==> config.mk <==
export PLATFORM = sky130hd
export DESIGN_NAME = msb_first_bit_packer
export DESIGN_NICKNAME = d
export VERILOG_FILES = /design/src/hdl/bp_pkg.sv /design/src/hdl/msb_first_bit_packer.sv /design/src/hdl/bp_pack.sv /design/src/hdl/bp_byte_queue.sv
export SDC_FILE = /design/constraint.sdc
export NUM_CORES = 1
export LEC_CHECK = 0
export ABC_AREA = 1
export BUFFER_PORTS_ARGS = -buffer_cell sky130_fd_sc_hd__buf_2
export CAP_MARGIN = 40
export CORE_ASPECT_RATIO = 1.25
export CORE_MARGIN = 2
export CORE_UTILIZATION = 40
export DETAILED_ROUTE_END_ITERATION = 8
export PLACE_DENSITY = 0.61
export RECOVER_POWER = 100
export SETUP_SLACK_MARGIN = 0.3
export SYNTH_ARGS = -nofsm -noshare
export SYNTH_HDL_FRONTEND = slang
export SYNTH_HIERARCHICAL = 1
export SYNTH_SLANG_ARGS = --single-unit
==> constraint.sdc <==
create_clock -name clk -period 7.29 [get_ports clk]
set_input_delay 1.458 -clock clk [delete_from_list [all_inputs] [get_ports clk]]
set_output_delay 1.458 -clock clk [all_outputs]
set_load 0.02 [all_outputs]
==> src/hdl/bp_pkg.sv <==
// shared types and constants of the msb-first bit packer
`default_nettype none

package bp_pkg;

  localparam int unsigned CODE_BITS  = 64;
  localparam int unsigned BYTE_BITS  = 8;
  localparam int unsigned HOLD_BITS  = BYTE_BITS - 1;
  localparam int unsigned MAX_BYTES  = CODE_BITS / BYTE_BITS;
  localparam int unsigned ALIGN_BITS = CODE_BITS + BYTE_BITS;

  localparam logic OP_WRITE = 1'b0;
  localparam logic OP_FLUSH = 1'b1;

  typedef logic [CODE_BITS-1:0] code_t;
  typedef logic [6:0]           count_t;
  typedef logic [3:0]           nbytes_t;

  typedef struct packed {
    logic [HOLD_BITS-1:0] bits;
    logic [2:0]           count;
  } hold_t;

  typedef struct packed {
    code_t   bytes;
    nbytes_t nbytes;
    logic    stream_end;
    hold_t   hold;
  } pack_t;

endpackage

`default_nettype wire

==> src/hdl/msb_first_bit_packer.sv <==
// top level of the msb-first variable-length bit packer
// flow: an accepted item waits in the input register until the result register is free, then
//   loads into it and its first byte is offered; a write that completes no byte gives none
// result channel: one byte per cycle while out_ready is high; a 64-bit write emits up to 8 bytes,
//   and the input register can hold the next item while the result register still drains
// reset: synchronous active-low rst_n empties both registers and clears the held bits
`default_nettype none

module msb_first_bit_packer (
  input  wire logic           clk,
  input  wire logic           rst_n,
  input  wire logic           in_valid,
  output logic                in_ready,
  input  wire logic           in_operation,
  input  wire bp_pkg::code_t  in_code_value,
  input  wire bp_pkg::count_t in_bit_count,
  output logic                out_valid,
  input  wire logic           out_ready,
  output logic [7:0]          out_byte,
  output logic                out_last_of_run,
  output logic                out_stream_end
);
  import bp_pkg::*;

  logic   vld_r;
  logic   op_r;
  code_t  val_r;
  count_t cnt_r;
  hold_t  hold_r;
  pack_t  packed_item;
  logic   empty_next;
  logic   load;

  assign load     = vld_r && empty_next;
  assign in_ready = !vld_r || load;

  bp_pack u_pack (
    .operation  (op_r),
    .code_value (val_r),
    .bit_count  (cnt_r),
    .hold       (hold_r),
    .result     (packed_item)
  );

  bp_byte_queue u_queue (
    .clk             (clk),
    .rst_n           (rst_n),
    .load            (load),
    .load_data       (packed_item),
    .empty_next      (empty_next),
    .out_valid       (out_valid),
    .out_ready       (out_ready),
    .out_byte        (out_byte),
    .out_last_of_run (out_last_of_run),
    .out_stream_end  (out_stream_end)
  );

  // input register
  always_ff @(posedge clk) begin
    if (in_valid && in_ready) begin
      op_r  <= in_operation;
      val_r <= in_code_value;
      cnt_r <= in_bit_count;
    end
    if (!rst_n) begin
      vld_r  <= 1'b0;
      hold_r <= '0;
    end else begin
      if (in_ready) begin
        vld_r <= in_valid;
      end
      if (load) begin
        hold_r <= packed_item.hold;
      end
    end
  end

endmodule

`default_nettype wire

==> src/hdl/bp_pack.sv <==
// combinational alignment of held bits and a new code into whole bytes
`default_nettype none

module bp_pack (
  input  wire logic           operation,
  input  wire bp_pkg::code_t  code_value,
  input  wire bp_pkg::count_t bit_count,
  input  wire bp_pkg::hold_t  hold,
  output bp_pkg::pack_t       result
);
  import bp_pkg::*;

  count_t                cnt_sat;
  code_t                 mask;
  code_t                 masked;
  count_t                total;
  logic [ALIGN_BITS-2:0] combined;
  logic [ALIGN_BITS-1:0] aligned;
  logic [7:0]            shift_amt;
  logic [2:0]            rem;
  logic [7:0]            rem_mask;
  logic [3:0]            pad;
  logic [15:0]           flush_word;

  always_comb begin
    cnt_sat    = (bit_count > count_t'(CODE_BITS)) ? count_t'(CODE_BITS) : bit_count;
    mask       = (cnt_sat == count_t'(CODE_BITS)) ? '1 : ((code_t'(1) << cnt_sat) - code_t'(1));
    masked     = code_value & mask;
    total      = count_t'({4'd0, hold.count}) + cnt_sat;
    combined   = ((ALIGN_BITS-1)'(hold.bits) << cnt_sat) | (ALIGN_BITS-1)'(masked);
    shift_amt  = 8'(ALIGN_BITS) - {1'b0, total};
    aligned    = {1'b0, combined} << shift_amt;
    rem        = total[2:0];
    rem_mask   = (8'd1 << rem) - 8'd1;
    pad        = 4'(BYTE_BITS) - {1'b0, hold.count};
    flush_word = (16'(hold.bits) << pad) | ((16'd1 << pad) - 16'd1);

    if (operation == OP_FLUSH) begin
      result.bytes      = {flush_word[7:0], {(CODE_BITS-BYTE_BITS){1'b0}}};
      result.nbytes     = nbytes_t'(1);
      result.stream_end = 1'b1;
      result.hold       = '0;
    end else begin
      result.bytes      = aligned[ALIGN_BITS-1:BYTE_BITS];
      result.nbytes     = total[6:3];
      result.stream_end = 1'b0;
      result.hold.bits  = combined[HOLD_BITS-1:0] & rem_mask[HOLD_BITS-1:0];
      result.hold.count = rem;
    end
  end

endmodule

`default_nettype wire

==> src/hdl/bp_byte_queue.sv <==
// result register that hands out the bytes of one item one per cycle while out_ready is high
`default_nettype none

module bp_byte_queue (
  input  wire logic          clk,
  input  wire logic          rst_n,
  input  wire logic          load,
  input  wire bp_pkg::pack_t load_data,
  output logic               empty_next,
  output logic               out_valid,
  input  wire logic          out_ready,
  output logic [7:0]         out_byte,
  output logic               out_last_of_run,
  output logic               out_stream_end
);
  import bp_pkg::*;

  code_t   bytes_r, bytes_nxt;
  nbytes_t count_r, count_nxt;
  logic    end_r, end_nxt;
  logic    pop;

  assign out_valid       = (count_r != '0);
  assign pop             = out_valid && out_ready;
  assign empty_next      = (count_r == '0) || (count_r == nbytes_t'(1) && pop);
  assign out_byte        = bytes_r[CODE_BITS-1 -: BYTE_BITS];
  assign out_last_of_run = (count_r == nbytes_t'(1));
  assign out_stream_end  = end_r;

  always_comb begin
    bytes_nxt = bytes_r;
    count_nxt = count_r;
    end_nxt   = end_r;
    if (load) begin
      bytes_nxt = load_data.bytes;
      count_nxt = load_data.nbytes;
      end_nxt   = load_data.stream_end;
    end else if (pop) begin
      bytes_nxt = bytes_r << BYTE_BITS;
      count_nxt = count_r - nbytes_t'(1);
      end_nxt   = 1'b0;
    end
  end

  always_ff @(posedge clk) begin
    bytes_r <= bytes_nxt;
    if (!rst_n) begin
      count_r <= '0;
      end_r   <= 1'b0;
    end else begin
      count_r <= count_nxt;
      end_r   <= end_nxt;
    end
  end

  a_count_range: assert property (@(posedge clk) disable iff (!rst_n)
    count_r <= nbytes_t'(MAX_BYTES))
    else $error("byte count out of range");

  a_end_single: assert property (@(posedge clk) disable iff (!rst_n)
    end_r |-> (count_r == nbytes_t'(1)))
    else $error("stream end flag on a multi-byte run");

  a_pop_step: assert property (@(posedge clk) disable iff (!rst_n)
    (pop && count_r > nbytes_t'(1)) |=> (count_r == $past(count_r) - nbytes_t'(1)))
    else $error("byte count did not step down");

  a_load_when_free: assert property (@(posedge clk) disable iff (!rst_n)
    load |-> empty_next)
    else $error("load over undelivered bytes");

endmodule

`default_nettype wire
# After elaboration in Yosys (flattened, before gate mapping)
# Index checks and enable logic that the tools add are counted.
# totals
ff_bits	152
input_bits	76
# classes
add_sub_neg	7
n_lt_le_gt_ge	1
eq_ne	2
n_shift	6
n_mux	9
bitwise_logic	4
n_reduce_logical	10
# ops
cell	n
$mux 64	3
$mux 79	1
$shl 71x8->72	1
$or 71x64->71	1
$shl 7x7->71	1
$and 64x64->64	1
$shl 1x7->64 const A	1
$sub 64x1->64 const B	1
$mux 4	2
$or 8x8->8	1
$shl 1x4->8 const A	1
$shl 7x4->8	1
$sub 7x7->8 const A	1
$sub 8x1->8 const B	1
$add 3x7->7	1
$and 7x7->7	1
$eq 7x7->1 const B	1
$gt 7x7->1 const B	1
$mux 7	1
$shl 1x3->7 const A	1
$sub 7x1->7 const B	1
$eq 4x1->1 const B	1
$logic_and 1x1->1	4
$logic_not 4->1	1
other kinds (7)	9

# Longest topological paths before layout
# logic_depth
word_depth	10
ltp_mapped	29
depth_no_buf	29

# Cells and area by module
# The synthesis kept the hierarchy.
# by_module_without_submodules
mod	instances	cells_each	area_per_inst_um2	seq_area_each_um2
bp_pack	1	2055	9768.1	0.0
bp_byte_queue	1	317	3075.4	2021.9
msb_first_bit_packer	1	143	2625.0	2382.3

# Least setup slack after synthesis
# OpenSTA, ideal clock, no wires.
# synth_path
kind	in2reg
startpoint	input out_ready
endpoint	register cnt_r[0] (enable)
setup_ps	526
arrival_time_ps	5333
t_required_ps	6764
path_slack_ps	1431
stages	4
path_buffers	0
cell_sequence	nand2_4 o21ai_0 inv_1 a21oi_1
# synth_between
elab_chain_len	6
# synth_rtl
element	line_no	source
start: declaration	msb_first_bit_packer.sv:18	input wire logic out_ready,
$logic_and 1x1->1	bp_byte_queue.sv:24	assign pop = out_valid && out_ready;
$logic_and 1x1->1	bp_byte_queue.sv:25	assign empty_next = (count_r == '0) || (count_r == nbytes_t'(1) && pop);
$logic_or 1x1->1	bp_byte_queue.sv:25	
via empty_next	msb_first_bit_packer.sv:31	logic empty_next;
$logic_and 1x1->1	msb_first_bit_packer.sv:34	assign load = vld_r && empty_next;
$logic_or 1x1->1	msb_first_bit_packer.sv:35	assign in_ready = !vld_r || load;
$logic_and 1x1->1	msb_first_bit_packer.sv:60	if (in_valid && in_ready) begin
end signal: assignment	msb_first_bit_packer.sv:63	cnt_r <= in_bit_count;
end: declaration	msb_first_bit_packer.sv:28	count_t cnt_r;
# The timed path passes the listed nets, and every way through them passes these cells.
# A chain may end at the register's enable or synchronous reset.

# Worst setup path after layout
# layout_path
startpoint	input out_ready
endpoint	register u_queue.count_r[3]
# layout_between
elab_chain_len	5
elab_cells_between_ends	6
classes_between	mux: 1; reduce/logical: 5
# layout_rtl
element	line_no	source
$logic_and 1x1->1 *	bp_byte_queue.sv:24	
$logic_and 1x1->1 *	bp_byte_queue.sv:25	
$logic_or 1x1->1 *	bp_byte_queue.sv:25	
via empty_next	msb_first_bit_packer.sv:31	
$logic_and 1x1->1 *	msb_first_bit_packer.sv:34	
via load	msb_first_bit_packer.sv:32	logic load;
$mux 4 / $reduce_bool 2->1 (equally long branches)	--	
end signal: assignment	bp_byte_queue.sv:51	count_r <= count_nxt;
end: declaration	bp_byte_queue.sv:19	nbytes_t count_r, count_nxt;
# Mark *: on every way through the listed nets, which the timed path passes. The rest lies on a longest branch.

==> impl_summary.txt <==
----------------------------------------------------
[Worst setup path]
  Arr. time, crit path ... 6.33 ns
  Number of cells on the worst reg-to-reg path ... 26
  Slowest cell on crit path ... sky130_fd_sc_hd__clkbuf_1
  Cell count along the critical path ... 11
  Buffer and inverter count on the worst path ... 5
  Series of cell instances along the critical path ... buf_2 -> nand2_1 -> o21ai_0 -> nand2_1 -> clkinv_1 -> clkbuf_1 -> clkinv_1 -> clkbuf_2 -> or2_0 -> nand3_1 -> a21oi_2
  Class of the most critical setup path ... in2reg
  Required time at the worst-slack endpoint ... 7.66 ns
  Worst path top cell family by delay ... buffers and inverters
  Type of element launching the critical path ... input port
  R2R Setup Slk ... 1.37 ns
  Maximum net fanout on the critical path ... 69
  Maximum cell stage delay along the critical path ... 2.06 ns
  Critical path endpoint category ... register

[Outcome]
  Outcome ... finished, violations left
  Failing checks ... max-capacitance violations, max-slew violations

[Global routing]
  GR Overflow Total ... 0
  All-Layer GR Usage ... 0.318
  Global-route wire length before repair ... 99000 um
  Antenna violations before repair ... 0
  Vias in the first global route ... 16700
  Maximum number of pins on one net before global-route repair ... 72

[Logic synthesis]
  Synthesized-area fraction occupied by ao, oa, aoi and oai cells ... 0.0702
  Fraction of the yosys area taken by sequential cells ... 0.285
  Largest family of logic cells by synthesized area ... simple AND/OR/NAND/NOR gates
  Top cell type by total area after synthesis ... sky130_fd_sc_hd__edfxtp_1
  Cell Area, Synth ... 15500 um^2
  Xor and xnor fraction of the mapped netlist area ... 0.00720
  Cells after synthesis ... 2515
  Most instantiated library cell after synthesis ... sky130_fd_sc_hd__nand2_1
  Post-synth top area share ... 0.264
  Share of synthesized cell area in and, or, nand and nor gates ... 0.531
  Leading post-synthesis cells by cell area ... sky130_fd_sc_hd__edfxtp_1, sky130_fd_sc_hd__nand3_1, sky130_fd_sc_hd__nand2_1
  Multiplexer share of the synthesized area ... 0
  Adder-Cell Fraction of Synth Area ... 0.0167
  Number of warnings issued by yosys ... 6
  Number of nets produced by synthesis ... 2611
  Async set or reset register ratio after synthesis ... 0
  Post-synthesis average cell area ... 6.15 um^2
  Flop and latch count out of synthesis ... 152
  Main flop type after synthesis ... sky130_fd_sc_hd__edfxtp_1
  Commonest cells in the netlist ... sky130_fd_sc_hd__nand2_1, sky130_fd_sc_hd__nand3_1, sky130_fd_sc_hd__nor2_1
  Number of distinct library cell variants in the gate-level netlist after synthesis ... 53
  Number of synthesized flops with an enable pin ... 136

[Clock network]
  Clock slew at the register clock pins of the worst setup and hold paths ... 0.07 ns
  H-tree depth ... 4
  Setup repair bufs after CTS ... 0
  CTS tree ... built
  Clock root buffer master ... sky130_fd_sc_hd__clkbuf_16
  CTS sink cnt ... 152
  Clock tree buffer depth ... 2
  Clock Latency Late Sink ... 0.48 ns
  Number of buffers inserted during clock tree synthesis ... 17
  Count of instances resized after the clock tree is built ... 0
  CTS hold repair buffers ... 0

[Min path]
  Type of the tightest min-delay check ... reg2reg
  Hold Crit Depth ... 2

[Final layout]
  Number of inserted diodes ... 0
  Post-route cell area ... 16600 um^2
  Area occupied by multi-input gates ... 9680 um^2
  Fraction of final layout cells with drive strength greater than 1 ... 0.0821
  Utilization after layout ... 0.434
  Reg area ... 4400 um^2
  Synth-to-layout area growth ... 7.06%
  Fill cell count ... 4148
  Net count, final ... 2581

[Floorplanning]
  Vertical die dimension ... 224 um
  Effective utilization at floorplan ... 0.406
  Total Die Area ... 40300 um^2
  DIE WIDTH ... 180 um
  Core area ... 38100 um^2
  Count of standard-cell rows ... 80
  Number of ports placed on the die boundary ... 88

[Route]
  Number of detailed-route iterations in the first pass ... 6
  Average via count per standard cell ... 5.88
  Vias after detailed routing ... 17600
  Routed wire per std cell ... 21.4 um
  Routed Wire Length ... 63900 um
  Iteration-0 DRC Markers ... 2033
  Number of routed nets with antenna violations ... 0
  Count of unresolved DRC violations after routing ... 0

[STA]
  Setup TNS ... 0 ns
  Peak clock frequency supported by timing ... 168 MHz
  Post-route setup slack ... 1.33 ns
  Largest clock skew in the final design ... 0.0107 ns
  Final hold violation count ... 0
  Fraction of the cycle the final worst path needs ... 0.818
  Slew HR ... -1.26
  Transition time at the pin with the least slew margin ... 3.40 ns
  Number of slew-limit violations in the final report ... 138
  Endpoints failing setup ... 0
  Fin crit period ... 5.96 ns
  Setup repair after global routing missed its margin ... false

[Place]
  Estimated wirelength of the detail-placed design ... 49800 um
  Final Wtd Congestion ... 1.03
  Port Buffers ... 87
  Pre-CTS setup slack ... 1.65 ns
  Placed cell area ... 16000 um^2

[Pwr]
  Static leakage ... 7.97 nW
  P per Cell Area ... 575 nW/um^2
  Peak supply drop ... 412 uV

[Run]
  Maximum Capacitance Violations ... 2

----------------------------------------------------
[layout make-up]
type	instances	area share
Clock buffer	17	0.0257
Clock inverter	15	0.0116
Inverter	154	0.0352
Multi-Input combinational cell	2047	0.584
Sequential cell	152	0.266
Tap cell	492	0.0372
Timing Repair Buffer	113	0.0399
[path summary, 6_finish.rpt]
check	from	end
worst max-delay path	out_ready	u_queue/count_r[3]
worst min-delay path	u_queue/out_stream_end	u_queue/out_stream_end
worst max register to register	cnt_r[6]	u_queue/bytes_r[40]
worst min register to register	u_queue/out_stream_end	u_queue/out_stream_end
[per-layer routing]
metal / part of all wire / wire [um] / track usage / vias up
met4: 0.078 / 4980 / 0.234 / 0
met5: 0 / 0 / 0 / -
met1: 0.40 / 25400 / 0.391 / 8122
li1: - / - / - / 8512
met2: 0.47 / 30000 / 0.518 / 768
met3: 0.055 / 3490 / 0.0353 / 166
[cells in the final DEF (no fill, tap or decap), types with 6 or more instances in the layout]
master,netlist,layout
sky130_fd_sc_hd__nor2_4,5,7
sky130_fd_sc_hd__a21oi_1,55,55
sky130_fd_sc_hd__nor3_1,19,19
sky130_fd_sc_hd__inv_1,136,135
sky130_fd_sc_hd__buf_2,47,77
sky130_fd_sc_hd__dfxtp_1,16,16
sky130_fd_sc_hd__nor2_2,24,21
sky130_fd_sc_hd__o21ai_0,55,55
sky130_fd_sc_hd__edfxtp_1,136,136
sky130_fd_sc_hd__nor2_1,201,202
sky130_fd_sc_hd__a31oi_1,9,9
sky130_fd_sc_hd__o21ai_1,26,26
sky130_fd_sc_hd__clkbuf_16,0,17
sky130_fd_sc_hd__inv_2,13,11
sky130_fd_sc_hd__o211ai_1,13,13
sky130_fd_sc_hd__nand4_1,108,108
sky130_fd_sc_hd__clkinv_1,3,6
sky130_fd_sc_hd__clkbuf_1,44,14
sky130_fd_sc_hd__nand2_1,787,791
sky130_fd_sc_hd__buf_4,13,18
sky130_fd_sc_hd__nand3_1,645,645
sky130_fd_sc_hd__nand2_2,9,7
sky130_fd_sc_hd__xor2_1,6,6
sky130_fd_sc_hd__or2_2,7,7
sky130_fd_sc_hd__ha_1,19,17
sky130_fd_sc_hd__o21bai_1,7,7
[stage by stage]
| step | total power [mW] | std cells | hold slack [ns] |
|---|---|---|---|
| after floorplan | 6.44 | 2515 | 0.470 |
| after global placement | 8.36 | 2952 | 0.451 |
| after detailed placement | 8.43 | 2958 | 0.470 |
| after CTS | 9.42 | 2990 | 0.478 |
| after global routing | 10.3 | 2990 | 0.512 |
| final | 9.52 | 2990 | 0.476 |
[worst min-delay path: cells and delay by family (launching register included)]
kind	cells	cell delay [ns]
AOI/OAI and AO/OA	1	0.05
and+or+nand+nor	1	0.06
DFF	1	0.31
[cell families (layout without fill, tap and decap cells)]
family                     count (synthesis)  after routing
xor gates and xnor gates                  11             11
buffers and inverters                    316            299
DFF                                      152            152
AOI/OAI and AO/OA                        190            190
adders and majority gates                 20             20
and+or+nand+nor                         1826           1826
[state kept, by name (all words and copies together), names as in the netlist]
name	count
cnt_r	7
hold_r	10
op_r	1
u_queue/bytes_r	64
u_queue/count_r	4
u_queue/out_stream_end	1
val_r	64
vld_r	1
[power breakdown]
part	leakage [nW]	switching, mW	internal [mW]
Sequential	1.45	0.144	1.37
Combinational	6.23	5.11	1.94
Clock	0.295	0.408	0.546
Total	7.97	5.66	3.85
No activity file was read; power rests on OpenSTA's default activity.
